--- src/design/mep_pkg.sv ---
// Shared types, constants and helpers for the Mandelbrot escape-time pixel block.
`default_nettype none

package mep_pkg;

    // Configuration port geometry
    localparam int ADDR_W = 4;
    localparam int DATA_W = 32;

    // Register indexes (paddr[3:2])
    localparam logic [1:0] REG_REAL_START = 2'd0;
    localparam logic [1:0] REG_IMAG_START = 2'd1;
    localparam logic [1:0] REG_REAL_STEP  = 2'd2;
    localparam logic [1:0] REG_IMAG_STEP  = 2'd3;

    // Reset values (signed Q4.28)
    localparam logic signed [31:0] RST_REAL_START = 32'shE000_0000;  // -2.0
    localparam logic signed [31:0] RST_IMAG_START = 32'shF000_0000;  // -1.0
    localparam logic signed [31:0] RST_REAL_STEP  = 32'sh000D_AE54;
    localparam logic signed [31:0] RST_IMAG_STEP  = 32'sh000D_AE54;

    // Width of index*step + start before saturation
    localparam int MAP_W = 44;

    typedef struct packed {
        logic [9:0] column;
        logic [9:0] row;
    } pixel_t;

    typedef struct packed {
        logic [6:0] escape_count;
        logic [7:0] green_level;
    } result_t;

    typedef struct packed {
        logic signed [31:0] real_start;
        logic signed [31:0] imag_start;
        logic signed [31:0] real_step;
        logic signed [31:0] imag_step;
    } cfg_t;

    // Multiplier unit operand selection
    typedef enum logic {
        MUL_MAP    = 1'b0,   // index * step
        MUL_SQUARE = 1'b1    // re*re, im*im, re*im
    } mul_op_t;

    typedef struct packed {
        logic signed [63:0] p0;
        logic signed [63:0] p1;
        logic signed [63:0] p2;
    } prod_t;

    // Clip to signed 32-bit range
    function automatic logic signed [31:0] sat32(input logic signed [MAP_W-1:0] v);
        logic signed [31:0] r;
        if (v[MAP_W-1:31] == '0 || v[MAP_W-1:31] == '1)
        begin
            r = v[31:0];
        end
        else if (v[MAP_W-1])
        begin
            r = 32'sh8000_0000;
        end
        else
        begin
            r = 32'sh7FFF_FFFF;
        end
        return r;
    endfunction

endpackage

`default_nettype wire

--- src/design/mep_regs.sv ---
// APB configuration registers: plane origin and per-pixel step.
`default_nettype none

module mep_regs (
    input  wire logic                        clk,
    input  wire logic                        rst_n,
    input  wire logic                        psel,
    input  wire logic                        penable,
    input  wire logic                        pwrite,
    input  wire logic [mep_pkg::ADDR_W-1:0]  paddr,
    input  wire logic [mep_pkg::DATA_W-1:0]  pwdata,
    output logic      [mep_pkg::DATA_W-1:0]  prdata,
    output logic                             pready,
    output mep_pkg::cfg_t                    cfg
);

    logic signed [31:0] real_start_reg;
    logic signed [31:0] imag_start_reg;
    logic signed [31:0] real_step_reg;
    logic signed [31:0] imag_step_reg;
    logic               wr_en;
    logic [1:0]         idx;

    assign pready = 1'b1;
    assign wr_en  = psel && penable && pwrite && pready;
    assign idx    = paddr[3:2];

    always_ff @(posedge clk or negedge rst_n)
    begin
        if (!rst_n)
        begin
            real_start_reg <= mep_pkg::RST_REAL_START;
            imag_start_reg <= mep_pkg::RST_IMAG_START;
            real_step_reg  <= mep_pkg::RST_REAL_STEP;
            imag_step_reg  <= mep_pkg::RST_IMAG_STEP;
        end
        else if (wr_en)
        begin
            case (idx)
                mep_pkg::REG_REAL_START: real_start_reg <= $signed(pwdata);
                mep_pkg::REG_IMAG_START: imag_start_reg <= $signed(pwdata);
                mep_pkg::REG_REAL_STEP:  real_step_reg  <= $signed(pwdata);
                mep_pkg::REG_IMAG_STEP:  imag_step_reg  <= $signed(pwdata);
                default: ;
            endcase
        end
    end

    always_comb
    begin
        case (idx)
            mep_pkg::REG_REAL_START: prdata = real_start_reg;
            mep_pkg::REG_IMAG_START: prdata = imag_start_reg;
            mep_pkg::REG_REAL_STEP:  prdata = real_step_reg;
            mep_pkg::REG_IMAG_STEP:  prdata = imag_step_reg;
            default:                 prdata = '0;
        endcase
    end

    assign cfg.real_start = real_start_reg;
    assign cfg.imag_start = imag_start_reg;
    assign cfg.real_step  = real_step_reg;
    assign cfg.imag_step  = imag_step_reg;

endmodule

`default_nettype wire

--- config.mk ---
export PLATFORM = sky130hd
export DESIGN_NAME = mep_regs
export DESIGN_NICKNAME = d
export VERILOG_FILES = /design/src/design/mep_pkg.sv /design/src/design/mep_regs.sv
export SDC_FILE = /design/constraint.sdc
export NUM_CORES = 1
export LEC_CHECK = 0
export BUFFER_PORTS_ARGS = -buffer_cell sky130_fd_sc_hd__buf_2
export CELL_PAD_IN_SITES_DETAIL_PLACEMENT = 1
export CELL_PAD_IN_SITES_GLOBAL_PLACEMENT = 1
export CORE_AREA = 3 3 122 124
export DETAILED_ROUTE_END_ITERATION = 16
export DIE_AREA = 0 0 125 127
export MAX_ROUTING_LAYER = met4
export PLACE_DENSITY = 0.87
export REMOVE_ABC_BUFFERS = 1
export SLEW_MARGIN = 20
export SYNTH_ARGS = -nofsm -noshare
export SYNTH_HDL_FRONTEND = slang
export SYNTH_SLANG_ARGS = --single-unit
--- constraint.sdc ---
create_clock -name clk -period 2.2 [get_ports clk]
set_input_delay 0.44 -clock clk [delete_from_list [all_inputs] [get_ports clk]]
set_output_delay 0.44 -clock clk [all_outputs]
set_load 0.1 [all_outputs]
======== Word-level counts from Yosys, hierarchy flattened ========
Index checks and enable logic that the tools add are counted.
word-level totals
  word-level logic and storage cells ...... 15
  output and inout bits ................... 161
  bits in registers ....................... 128
cells by class
  multiplexer cells ....................... 1
  equality and inequality tests ........... 3
  reduce and logical (&&, ||, !) cells .... 7
operators by type and width
  kind                count
  $pmux 32 s4         1
  $reduce_and 2->1    4
  $eq 2x2->1 const B  2
  $eq 2x1->1 const B  1
  $logic_and 1x1->1   2
  $logic_not 2->1     1

======== Longest topological paths before layout ========
  depth after elaboration ................. 3
  depth in mapped cells ................... 6
  gate-level depth less buffers ........... 3

======== Worst setup path after synthesis ========
No wires, ideal clock.
  path kind ............................... register to output
  start point ............................. register imag_start_reg[10]
  end point ............................... output port prdata[10] (netlist bit)
  buffers on the path ..................... 0
  stages on the path, launching flop included .. 2
  setup slack ............................. 0.075 ns
  arrival time ............................ 1.685 ns
  required time ........................... 1.760 ns
  cells stage by stage .................... dfrtp_1 mux4_2
on the way
  longest elaborated chain between the ends .. 1
RTL lines
  what                    RTL line        text
  from (decl)             mep_regs.sv:18  logic signed [31:0] imag_start_reg;
  from (signal assigned)  mep_regs.sv:33  imag_start_reg <= mep_pkg::RST_IMAG_START;
  from (signal assigned)  mep_regs.sv:41  mep_pkg::REG_IMAG_START: imag_start_reg <= $signed(pwdata);
  $pmux 32 s4             mep_regs.sv:51  case (idx)
  to (decl)               mep_regs.sv:12  output logic [mep_pkg::DATA_W-1:0] prdata,
Every way passes these cells.

======== Worst setup path after layout ========
  start point ............................. input port paddr[2] (netlist bit)
  end point ............................... output port prdata[7] (netlist bit)
on the way
  longest elaborated chain between the ends .. 2
  elaborated cells on any way between the ends .. 5
  classes of those cells .................. 3 x eq/ne; 1 x mux; 1 x reduce/logical
RTL lines
  what                                      RTL line        text
  from (decl)                               mep_regs.sv:10  input wire logic [mep_pkg::ADDR_W-1:0] paddr,
  $eq 2x2->1, or another cell as far along  mep_regs.sv:51
  $pmux 32 s4 *                             mep_regs.sv:51
Every way passes the cells marked *; elsewhere a longest branch is shown, timed or not.

==> metrics.csv <==
stage;metric;value;unit
die;ioPinCount;202;
yosys;synthMuxAreaShare;39.9;%
global_route;grt_pass1_vias;4315;
setup_path;rrSetupSlack;1.33;ns
route;drc;0;
clock_tree;worstSkewPairLatency;0.41;ns
die;core;0.0139;sq mm
route;wl;15.6;mm
route;wl_per_cell;21.7;microns
worst_hold_path;hold_end;imag_step_reg[3];
setup_path;path_max_fanout;19;
cells_and_area;syn2layout_area_growth;32.7;%
outcome;status;complete, no violations;
timing;finalHoldViolCount;0;
cells_and_area;final_layout_size_suffix_gt1_share;78.4;%
timing;slew_headroom;65.8;%
yosys;synth_compound_area_share;0;%
timing;skew;0;ns
die;die_height;127;microns
yosys;syn_area;0.00570;sq mm
cells_and_area;fill_cells;1386;
timing;max_freq;473;MHz
yosys;yosysSeqAreaShare;56.9;%
global_route;grt_max_degree;65;
yosys;synth_top_family_by_area;multiplexers;
yosys;async_reset_ff_share;100;%
global_route;grt_overflow_total;0;
yosys;synth_cells;319;
setup_path;arrival;1.67;ns
cells_and_area;final_cells;721;
yosys;synth_enable_flop_cells;0;
worst_hold_path;min_from;pwdata[3];
cells_and_area;diodes;0;
timing;period_minus_slack;2.11;ns
route;drtPass1Iterations;4;
cells_and_area;nNetsFinal;569;
die;die_w;125;microns
route;dr_total_vias;3730;
yosys;yosys.area_share.simple;0.659;%
timing;period_share;96.0;%
placed_design;dpl.cell_count;688;
setup_path;ff2ff_path_depth;1;
route;drt_iter0_markers;166;
route;avgViaCountPerCell;5.17;
placed_design;place.gp.congestion;0.751;
setup_path;worst_ep_required_time;1.76;ns
clock_tree;htreeDepth;4;
placed_design;hpwl;11.1;mm
setup_path;critPathLaunchType;input port;
global_route;track_usage;20.9;%
yosys;synth_xor_area_share;0;%
die;dieArea;0.0159;sq mm
timing;worst_pin_slew;0.517;ns
timing;final-setup-viol-count;0;
setup_path;endpoint_kind;output port;
global_route;antenna_found_initial;0;
die;rows;43;
timing;maxSlewViolCount;0;
yosys;synth.distinct_cells;18;
yosys;synth_fa_ha_area_share;0;%
setup_path;reg2reg_from;imag_step_reg[8];
placed_design;dp_slack;0.0673;ns
clock_tree;cts_max_path_buffers;2;
clock_tree;cts_root_buf;clkbuf_16;
yosys;ys.flop_type;dfrtp_1;
clock_tree;cts_sinks;128;
timing;setup_ws;0.0879;ns
route;drtAntennaViolNets;0;
yosys;syn_area_per_cell;17.9;sq um
yosys;synth-seq-cells;128;
global_route;grt_pass1_wl;24.9;mm
clock_tree;cts_buffers;17;
yosys;synth_warnings;0;
clock_tree;postCtsSetupBuffers;0;
timing;rsz0062_at_grt;false;
worst_hold_path;min_path_cells;2;
clock_tree;cts_tree;done;
setup_path;rr_endpoint;imag_step_reg[8];
placed_design;portBuffers;198;
die;start_util;41.0;%
clock_tree;clkTransAtPathRegs;0.06;ns
setup_path;crit_type;in -> out;
worst_hold_path;hold_class;in -> reg;
run;maxCapViolCount;0;
-- cells in the mapped netlist, types with 3 or more instances --
library cell / count / area (sq um)
buf_6: 3 / 33.8
clkbuf_1: 4 / 15.0
buf_2: 13 / 65.1
mux2_1: 8 / 90.1
mux2_4: 30 / 450
buf_4: 3 / 22.5
mux2_2: 90 / 1010
mux4_2: 32 / 721
dfrtp_1: 99 / 2480
dfstp_2: 29 / 762
-- worst max-delay path: stages --
cell and delay [ns]:
buf_2 0.15, buf_12 0.22, mux4_2 0.54, buf_2 0.31
-- routing by layer --
| metal | routed length (microns) | vias up | track usage (%) |
|---|---|---|---|
| li1 | - | 1609 | - |
| met1 | 6370 | 1979 | 24.8 |
| met2 | 8300 | 130 | 35.6 |
| met3 | 801 | 12 | 5.64 |
| met4 | 144 | 0 | 5.48 |
| met5 | 0 | - | - |
-- worst max-delay path by stage --
| stage | start | to | slack, ns |
|---|---|---|---|
| after floorplan | pwrite | real_step_reg[0] | -0.24 |
| after global placement | paddr[2] | prdata[7] | 0.11 |
| after detailed placement | paddr[2] | prdata[7] | 0.07 |
| after CTS | paddr[2] | prdata[7] | 0.07 |
| after global routing | paddr[2] | prdata[7] | 0.04 |
| final | paddr[2] | prdata[7] | 0.09 |
-- per-stage QoR --
stage	hold WS, ns	utilization, %	setup TNS (ns)	area, sq um
CTS	0.277	54.5	0	7560
finish	0.296	54.5	0	7560
detailed placement	0.328	50.5	0	7010
floorplan	0.144	-	-11.51	5560
global placement	0.323	50.5	0	7010
global route	0.287	54.5	0	7560
-- kinds of logic (layout without fill, tap and decap cells) --
logic type	count (synthesis)	in the layout
mux	160	160
simple gates	6	6
flops	128	128
buf+inv	24	246
other cells	1	1
-- placed cells by master (no fill, tap or decap), types with 2 or more instances in the layout --
| cell | netlist | layout |
|---|---|---|
| buf_4 | 3 | 6 |
| dfstp_2 | 29 | 29 |
| dfrtp_1 | 99 | 99 |
| mux2_4 | 30 | 30 |
| mux4_2 | 32 | 32 |
| mux2_2 | 90 | 90 |
| clkinv_2 | 0 | 5 |
| clkbuf_1 | 4 | 6 |
| clkbuf_16 | 0 | 17 |
| clkbuf_8 | 0 | 2 |
| buf_12 | 0 | 9 |
| buf_2 | 13 | 197 |
| mux2_1 | 8 | 8 |
-- repair_timing --
| action | 4_1_cts | 5_1_grt |
|---|---|---|
| hold buffers | 1 | 0 |
| gates resized for setup | 0 | 0 |
| hold endpoints to repair | 10 | 0 |
-- area by class of cell --
type                    instances  area (sq um)  area share [%]
well taps                     180           225            2.98
flip-flops and latches        128          3240            42.9
clock inverters                 7          62.6           0.828
repair buffers                213          1220            16.2
clock buffers                  25           475            6.29
inverters                       1          3.75          0.0497
multi-input cells             167          2330            30.8
Power is left out: the tool's default activity adds up to more than one toggle a clock period on the data nets, which glitch-free logic cannot reach.
